<file path="src/hw/rtl/scanline_seed_fill_engine_assert.svh">
// Assertion macros for the scanline seed fill engine.
// Included by scanline_seed_fill_engine, which carries the concurrent checks; no dependencies.
`ifndef SCANLINE_SEED_FILL_ENGINE_ASSERT_SVH
`define SCANLINE_SEED_FILL_ENGINE_ASSERT_SVH

// Same-cycle implication, disabled during reset
`define SSF_ASSERT_NOW(label, clk, rst_n, ante, cons, msg) \
	label: assert property (@(posedge clk) disable iff (!rst_n) (ante) |-> (cons)) \
		else $error(msg);

// Next-cycle implication, disabled during reset
`define SSF_ASSERT_NEXT(label, clk, rst_n, ante, cons, msg) \
	label: assert property (@(posedge clk) disable iff (!rst_n) (ante) |=> (cons)) \
		else $error(msg);

`endif

</file>
<file path="src/hw/rtl/ssf_pkg.sv">
// Shared types, codes and defaults for the scanline seed fill engine.
// No dependencies.
`timescale 1ns / 1ps

package ssf_pkg;

	// Default geometry and storage
	localparam int IMAGE_WIDTH_DEF  = 128;
	localparam int IMAGE_HEIGHT_DEF = 128;
	localparam int STACK_DEPTH_DEF  = 1024;
	localparam int COLOR_BITS_DEF   = 24;

	// Fixed port field widths
	localparam int ACTION_W  = 2;
	localparam int COORD_W   = 7;
	localparam int PIXEL_W   = 24;
	localparam int STATUS_W  = 2;
	localparam int REG_IDX_W = 1;
	localparam int IN_DATA_W  = 40;
	localparam int OUT_DATA_W = 32;

	// Request actions
	localparam logic [ACTION_W-1:0] ACT_WRITE = 2'd0;
	localparam logic [ACTION_W-1:0] ACT_READ  = 2'd1;
	localparam logic [ACTION_W-1:0] ACT_FILL  = 2'd2;

	// Result status codes
	localparam logic [STATUS_W-1:0] STAT_OK       = 2'd0;
	localparam logic [STATUS_W-1:0] STAT_OVERFLOW = 2'd1;
	localparam logic [STATUS_W-1:0] STAT_RANGE    = 2'd2;

	// Register indexes
	localparam logic [REG_IDX_W-1:0] REG_BORDER = 1'b0;
	localparam logic [REG_IDX_W-1:0] REG_FILL   = 1'b1;

	// Sequencer states
	typedef enum logic [3:0] {
		ST_IDLE,
		ST_RD_WAIT,
		ST_POP,
		ST_POP_WAIT,
		ST_R_RD,
		ST_R_CHK,
		ST_L_RD,
		ST_L_CHK,
		ST_ROW,
		ST_A_RD,
		ST_A_CHK,
		ST_PUSH,
		ST_B_RD,
		ST_B_CHK,
		ST_B_END,
		ST_DONE
	} ssf_state_t;

	// Classification of one pixel against the configured colors
	typedef struct packed {
		logic is_border;
		logic is_open;
	} pix_class_t;

endpackage

</file>
<file path="src/hw/rtl/ssf_pix_cmp.sv">
// Shared pixel compare unit: checks one read-back pixel against border and fill.
// Depends on ssf_pkg.
`timescale 1ns / 1ps

module ssf_pix_cmp #(
	parameter int COLOR_BITS = 24
) (
	input  logic [COLOR_BITS-1:0] pixel,
	input  logic [COLOR_BITS-1:0] border,
	input  logic [COLOR_BITS-1:0] fill,
	output ssf_pkg::pix_class_t   cls
);
	import ssf_pkg::*;

	// Classify the pixel
	always_comb begin
		cls.is_border = (pixel == border);
		cls.is_open   = (pixel != border) && (pixel != fill);
	end

endmodule

</file>
<file path="config.mk">
export PLATFORM = sky130hd
export DESIGN_NAME = ssf_pix_cmp
export DESIGN_NICKNAME = d
export VERILOG_FILES = /design/src/hw/rtl/scanline_seed_fill_engine_assert.svh /design/src/hw/rtl/ssf_pkg.sv /design/src/hw/rtl/ssf_pix_cmp.sv
export SDC_FILE = /design/constraint.sdc
export NUM_CORES = 1
export LEC_CHECK = 0
export ABC_CLOCK_PERIOD_IN_PS = 2450
export BUFFER_PORTS_ARGS = -buffer_cell sky130_fd_sc_hd__buf_2
export CORE_MARGIN = 10
export CORE_UTILIZATION = 35
export DETAILED_ROUTE_END_ITERATION = 8
export GPL_TIMING_DRIVEN = 0
export PLACE_DENSITY = 0.92
export SLEW_MARGIN = 30
export SYNTH_ARGS = -nofsm -noshare
export SYNTH_HDL_FRONTEND = slang
export SYNTH_SLANG_ARGS = --single-unit
</file>
<file path="constraint.sdc">
create_clock -name vclk -period 2.45
set_clock_uncertainty 0.2 [all_clocks]
set_input_delay 0.3675 -clock vclk [all_inputs]
set_output_delay 0.3675 -clock vclk [all_outputs]
set_load 0.005 [all_outputs]
</file>
==> results of run 1 <==
==> kinds of logic (layout without fill, tap and decap cells) <==
| kind of cell | after synthesis | in the layout | synth area share [%] |
|---|---|---|---|
| AND/OR/NAND/NOR | 17 | 17 | 18.7 |
| buffers and inverters | 0 | 74 | 0 |
| AO/OA/AOI/OAI | 1 | 1 | 1.66 |
| XOR/XNOR | 48 | 48 | 79.6 |
==> stage by stage <==
stage / utilization (%) / setup slack, ps / std cells / cell area (um^2) / power (W)
3_5_place_dp: 67.1 / 446 / 155 / 917 / 0.000149
4_1_cts: 67.1 / 442 / 155 / 917 / 0.000150
5_1_grt: 67.1 / 350 / 155 / 917 / 0.000164
6_report: 67.1 / 450 / 155 / 917 / 0.000147
2_1_floorplan: - / 840 / 66 / 528 / 0.0000654
3_3_place_gp: 67.1 / 442 / 155 / 917 / 0.000143
==> power by group through the flow <==
stage	clock network, W	logic (W)	registers, W
4_1_cts	0	0.000150	0
2_1_floorplan	0	0.0000654	0
3_5_place_dp	0	0.000149	0
6_report	0	0.000147	0
5_1_grt	0	0.000164	0
3_3_place_gp	0	0.000143	0
==> per-layer routing <==
metal | up-vias | track usage (%)
met2 | 44 | 25.7
met1 | 334 | 10.6
met4 | 0 | 0.984
li1 | 377 | -
met5 | - | 0
met3 | 2 | 8.15
==> path summary, 6_finish.rpt <==
check,end,slack (ps),depth (start not counted)
worst max-delay path,cls[0],450,6
worst min-delay path,cls[0],1030,6
==> final cells by class <==
cell class / instances / area [um^2] / area share [%]
Timing Repair Buffer: 74 / 370 / 40.4
Multi-Input combinational cell: 66 / 528 / 57.6
Tap cell: 15 / 18.8 / 2.05
==> worst min-delay path, stage by stage <==
cell and delay, ps:
buf_2 90, xnor2_1 60, nand4_1 60, nor4_1 50
a2bb2oi_1 110, buf_2 120
==> cells in the final DEF, fill, tap and decap left out <==
cell       count
nand4_1        7
buf_2         74
a2bb2oi_1      1
xor2_1        24
nor4_1         7
nand2_1        1
xnor2_1       24
nor2_1         2
==> flow_summary.json, run 1 <==
{
  "fin_crit_ps": 2000,
  "synth_cell_types": 7,
  "path_buf_inv": 2,
  "netlist_instances": 66,
  "hold_slack_ps": 1030,
  "synth_nets": 138,
  "irDropWorstVdd_uv": 94.7,
  "rsz0062_at_grt": "false",
  "slowest_stage": "nor4_1",
  "wl_met1_um": 661,
  "overflow": 0,
  "antenna_left": 0,
  "ys_warn_count": 0,
  "cellPowerDensity_nw_per_um2": 161,
  "slew_headroom_pct": 79.7,
  "die_y_um": 58.8,
  "syn_to_final_growth_pct": 73.7,
  "drive_above_1_share_pct": 52.9,
  "synth.largest_area_cell": "xnor2_1",
  "syn_area_um2": 528,
  "synth_common_cells": "xnor2_1 (24), xor2_1 (24), nand4_1 (7), nor4_1 (7), nor2_1 (2)",
  "sequential_cell_total": 0,
  "route.met2.wl_um": 1270,
  "switching_power_w": 0.0000611,
  "port-buffer-count": 74,
  "initial_core_util_pct": 38.6,
  "ys_top_cells_by_area": "xnor2_1 (40%), xor2_1 (40%), nand4_1 (8.3%)",
  "worst_pin_slew_ps": 302,
  "wl_um": 2330,
  "setup-tns-final_ps": 0,
  "final.period_utilization_pct": 81.6,
  "leakage_nw": 0.452,
  "hold_class": "in2out",
  "routed.top_layer": "met4",
  "drt_iter0_markers": 1,
  "cp_data_required_time_ps": 1880,
  "avgSynthCellArea_um2": 8.00,
  "grt_pass1_wl_um": 3750,
  "cp-start-kind": "input pin",
  "crit_chain": "buf_2 -> xor2_1 -> nor4_1 -> nand4_1 -> a2bb2oi_1 -> buf_2",
  "grt_pass1_vias": 940,
  "cp_max_fo": 2,
  "vias": 757,
  "fillers": 127,
  "critPathArrivalTime_ps": 1430,
  "p_clk_share_pct": 0,
  "die_w_um": 58.8,
  "place.gp.congestion": 0.694,
  "seqCellArea_um2": 0,
  "hp-start": "fill[15]",
  "crit_path_max_incr_delay_ps": 330,
  "antenna_cells": 0,
  "grt_max_degree": 3,
  "drc": 0,
  "synth_top_cell_area_share_pct": 39.8,
  "combPwrFrac_pct": 100.0,
  "outcome": "finished clean",
  "seq_power_share_pct": 0,
  "via_per_inst": 4.88,
  "critPathKind": "in2out",
  "drv_slew": 0,
  "switching_share_pct": 41.4,
  "internal_power_w": 0.0000863,
  "cts_setup_buffers": 0,
  "num_io_pins": 74,
  "critPathTopFamily": "simple AND/OR/NAND/NOR gates",
  "post_cts_resized": 0,
  "critPathLaunch": "pixel[22]",
  "die-area_um2": 3460,
  "num_rows": 13,
  "end_kind": "primary output",
  "max_freq_mhz": 500,
  "hold_violations": 0,
  "coreArea_um2": 1370,
  "setup_viol": 0,
  "track_usage_pct": 12.9,
  "cts_hold_buf": 0,
  "antenna_found_initial": 0,
  "avgRoutedWirePerCell_um": 15.0,
  "cap_viol_max_count": 0,
  "nets": 214,
  "clkbuf_count": 0,
  "yosysSeqAreaShare_pct": 0,
  "routed-wl-met3_um": 379,
  "first_pass_iters": 2,
  "cpMostUsedCell": "buf_2"
}
Note: power is estimated with default switching activity, not from simulation.
==> inputs of run 2 (changes only) <==
- ABC_CLOCK_PERIOD_IN_PS: 2450 -> 2100
- CORE_UTILIZATION: 35 -> 32
- PLACE_DENSITY: 0.92 -> 0.85
- clock period: 2.45 -> 2.1 ns (I/O delays scaled with it)
==> run 2 against run 1 <==
  * First-iteration DRC count rose to 9.0 times the previous value
  * Die area up 6.1%
  * Cell area up 0.14%
  * Setup slack worse by 250 ps
  * Critical endpoint unchanged
  * Largest cell class unchanged
  * Largest power group unchanged
  * Highest routed layer unchanged
==> flow_summary.json, run 2 (synthesis results as in run 1) <==
{
  "cp_max_fo": 2,
  "port-buffer-count": 74,
  "end_kind": "primary output",
  "worst_pin_slew_ps": 304,
  "via_per_inst": 4.67,
  "track_usage_pct": 11.1,
  "slowest_stage": "nor4_1",
  "slew_headroom_pct": 79.5,
  "hold_slack_ps": 928,
  "drive_above_1_share_pct": 52.9,
  "cpMostUsedCell": "buf_2",
  "grtUsageMet2_pct": 20.8,
  "max_freq_mhz": 526,
  "critPathArrivalTime_ps": 1390,
  "setup_viol": 0,
  "sequential_cell_total": 0,
  "antenna_cells": 0,
  "setup-tns-final_ps": 0,
  "hold_class": "in2out",
  "wl_um": 2230,
  "grt_pass1_wl_um": 3370,
  "antenna_left": 0,
  "top_usage_layer": "met2",
  "rsz0062_at_grt": "false",
  "final_core_util_pct": 59.6,
  "leakage_nw": 0.452,
  "hold_violations": 0,
  "final_common_cell": "buf_2",
  "place_hpwl_um": 2160,
  "cts_hold_buf": 0,
  "final.period_utilization_pct": 90.5,
  "first_pass_iters": 4,
  "critPathTopFamily": "simple AND/OR/NAND/NOR gates",
  "num_io_pins": 74,
  "gr-usage-met3_pct": 6.89,
  "outcome": "finished clean",
  "cp_data_required_time_ps": 1580,
  "grt_max_degree": 3,
  "cts_setup_buffers": 0,
  "grt_pass1_vias": 872,
  "coreArea_um2": 1540,
  "num_rows": 14,
  "syn_to_final_growth_pct": 73.9,
  "irDropWorstVdd_uv": 114,
  "vias": 729,
  "die-area_um2": 3670,
  "cap_viol_max_count": 0,
  "finalPower_w": 0.000171,
  "overflow": 0,
  "avgRoutedWirePerCell_um": 14.3,
  "die_y_um": 60.6,
  "final_cell_mix": "buf_2 (74), xor2_1 (24), xnor2_1 (24)",
  "crit_chain": "buf_2 -> xor2_1 -> nor4_1 -> nand4_1 -> a2bb2oi_1 -> buf_2",
  "crit_path_max_incr_delay_ps": 330,
  "drt_iter0_markers": 9,
  "drc": 0,
  "fin_crit_ps": 1900,
  "path_buf_inv": 2,
  "place.gp.congestion": 0.650,
  "critPathKind": "in2out",
  "cellPowerDensity_nw_per_um2": 187,
  "nets": 214,
  "grtUsageMet1_pct": 10.3,
  "drv_slew": 0,
  "initial_core_util_pct": 34.3,
  "antenna_found_initial": 0,
  "cp-start-kind": "input pin",
  "seqCellArea_um2": 0,
  "post_cts_resized": 0,
  "clkbuf_count": 0,
  "die_w_um": 60.6
}
run 2: cell counts in the layout (fill, tap and decap cells not counted):
Identical to the previous run, type by type.
run 2: stage by stage:
| stage | cell area, um^2 | setup slack [ps] | instances |
|---|---|---|---|
| global route | 918 | 78.6 | 156 |
| floorplan | 528 | 595 | 66 |
| detailed placement | 918 | 171 | 156 |
| CTS | 918 | 168 | 156 |
| finish | 918 | 199 | 156 |
| global placement | 918 | 185 | 156 |
run 2: worst paths after layout:
path                  startpoint  endpoint  cells past startpoint
worst max-delay path   pixel[22]    cls[0]                      6
worst min-delay path   border[7]    cls[1]                      6
run 2: power breakdown:
group	switching (W)	internal [W]	total [W]	leakage (nW)
registers	0	0	0	0
clock network	0	0	0	0
logic	0.0000707	0.000101	0.000171	0.452
total	0.0000707	0.000101	0.000171	0.452
run 2: metal layers:
| layer | vias up | wire length (um) |
|---|---|---|
| met5 | - | 0 |
| met4 | 0 | 20 |
| met3 | 2 | 356 |
| met2 | 46 | 1100 |
| met1 | 305 | 757 |
| li1 | 376 | - |
run 2: cell type report:
cell class	instances	area, um^2
Fill cell	136	623
Timing Repair Buffer	74	370
Tap cell	16	20.0
Multi-Input combinational cell	66	528
==> inputs of run 3 (changes only) <==
- ABC_AREA: default -> 1
- CORE_UTILIZATION: 32 -> 42
- GPL_TIMING_DRIVEN: 0 -> 1
- PLACE_DENSITY: 0.85 -> 0.86
- SLEW_MARGIN: 30 -> default
==> run 3 against run 2 <==
  * Hold slack improved by 41 ps
  * Non-clock buffer count is the same
  * First-iteration DRC count increased to 8.9 times the previous value
  * Synthesized cell count rose to 3.6 times the previous value
  * Cell area rose by 46%
  * Critical path depth grew 3
  * Highest routed layer is now met3
==> flow_summary.json, run 3 <==
{
  "outcome": "finished clean",
  "synth.largest_area_cell": "nand2_1",
  "coreArea_um2": 2170,
  "wl_um": 2860,
  "design_area_um2": 1340,
  "grt_pass1_vias": 1218,
  "antenna_left": 0,
  "cts_setup_buffers": 0,
  "nets": 388,
  "grt_pass1_wl_um": 4690,
  "sequential_cell_total": 0,
  "post_cts_resized": 0,
  "combPwrFrac_pct": 100.0,
  "first_pass_iters": 4,
  "drt_iter0_markers": 80,
  "drive_above_1_share_pct": 23.6,
  "crit_path_max_incr_delay_ps": 140,
  "grt_max_degree": 4,
  "setup-tns-final_ps": 0,
  "place.gp.congestion": 0.814,
  "hold_class": "in2out",
  "final_core_util_pct": 61.9,
  "seqCellArea_um2": 0,
  "cp_max_fo": 3,
  "place_hpwl_um": 2720,
  "avgSynthCellArea_um2": 3.91,
  "rsz0062_at_grt": "false",
  "drv_slew": 0,
  "initial_core_util_pct": 43.3,
  "die_y_um": 67.3,
  "clkbuf_count": 0,
  "final_common_cell": "nand2_1",
  "die_w_um": 67.3,
  "synth_nets": 312,
  "yosysSeqAreaShare_pct": 0,
  "syn_to_final_growth_pct": 43.2,
  "overflow": 0,
  "ys_top_cells_by_area": "nand2_1 (53%), inv_1 (26%), nor2_1 (14%)",
  "leakage_nw": 1.10,
  "synth_top_cell_area_share_pct": 52.8,
  "worst_pin_slew_ps": 138,
  "max_freq_mhz": 597,
  "postPlaceCellArea_um2": 1340,
  "cellPowerDensity_nw_per_um2": 156,
  "yosysMostFrequentCell": "nand2_1",
  "drc": 0,
  "seq_power_share_pct": 0,
  "cp-start-kind": "input pin",
  "crit_chain": "buf_2 -> xor2_1 -> nor2_1 -> nand2_1 -> nor2_1 -> nand3_1 -> nand2_1 -> inv_1 -> buf_2",
  "slowest_stage": "xor2_1",
  "p_clk_share_pct": 0,
  "final_cell_mix": "nand2_1 (132), buf_2 (74), inv_1 (65)",
  "slew_headroom_pct": 90.8,
  "antenna_cells": 0,
  "antenna_found_initial": 0,
  "die-area_um2": 4530,
  "irDropWorstVdd_uv": 86.6,
  "switching_power_w": 0.000109,
  "port-buffer-count": 74,
  "netlist_instances": 240,
  "ys_warn_count": 0,
  "final.period_utilization_pct": 79.7,
  "vias": 1380,
  "num_rows": 17,
  "finalPower_w": 0.000210,
  "avgRoutedWirePerCell_um": 8.37,
  "track_usage_pct": 11.9,
  "cts_hold_buf": 0,
  "critPathKind": "in2out",
  "hold_violations": 0,
  "internal_power_w": 0.000101,
  "setup_viol": 0,
  "synth_common_cells": "nand2_1 (132), inv_1 (65), nor2_1 (34), xor2_1 (7), nand3_1 (2)",
  "end_kind": "primary output",
  "cp_data_required_time_ps": 1580,
  "fin_crit_ps": 1670,
  "synth_cell_types": 5,
  "cap_viol_max_count": 0,
  "switching_share_pct": 51.8,
  "critPathArrivalTime_ps": 1160,
  "via_per_inst": 4.04,
  "num_io_pins": 74,
  "syn_area_um2": 938
}
==> run 3: changes by cell type in the layout (fill, tap and decap cells not counted) <==
cell       change
nand2_1      +131
inv_1         +65
nor2_1        +32
xnor2_1       -24
xor2_1        -17
nand4_1        -7
nor4_1         -7
nand3_1        +2
a2bb2oi_1      -1
==> run 3: routing by layer <==
layer  GRT usage, %  vias up  part of all wire [%]
li1               -      806                     -
met2           20.0       52                    41
met4              0        0                     0
met5              0        -                     0
met1           14.7      522                    45
met3           4.79        0                    13
==> run 3: stage by stage <==
| step | setup slack (ps) | hold WS, ps | cells |
|---|---|---|---|
| 2_1_floorplan | 742 | 730 | 240 |
| 3_3_place_gp | 399 | 977 | 342 |
| 3_5_place_dp | 380 | 988 | 342 |
| 4_1_cts | 379 | 987 | 342 |
| 5_1_grt | 254 | 1060 | 342 |
| 6_report | 426 | 970 | 342 |
==> run 3: area by class of cell <==
class                      instances  area (um^2)
fill                             247          826
multi-input combinational        175          694
timing repair buffer              74          370
inverter                          65          244
tap                               28         35.0
==> run 3: power by group through the flow <==
stage	clock (W)	combinational, W	sequential, W
3_5_place_dp	0	0.000212	0
2_1_floorplan	0	0.000111	0
4_1_cts	0	0.000213	0
6_report	0	0.000210	0
3_3_place_gp	0	0.000207	0
5_1_grt	0	0.000250	0
==> run 3: kinds of logic after synthesis <==
kind of cell	after synthesis	share of synthesized area (%)
buf+inv	65	26.0
simple gates	168	67.5
xor+xnor	7	6.53
==> run 3: path summary, 6_finish.rpt <==
path / slack (ps) / to / start / cells past startpoint
worst max-delay path: 430 / cls[0] / pixel[2] / 9
worst min-delay path: 970 / cls[1] / border[0] / 9
==> run 3: critical path: cells and delay by family <==
family	cells	cell delay (ps)
buffers and inverters	3	270
XOR/XNOR	1	140
AND/OR/NAND/NOR	5	450
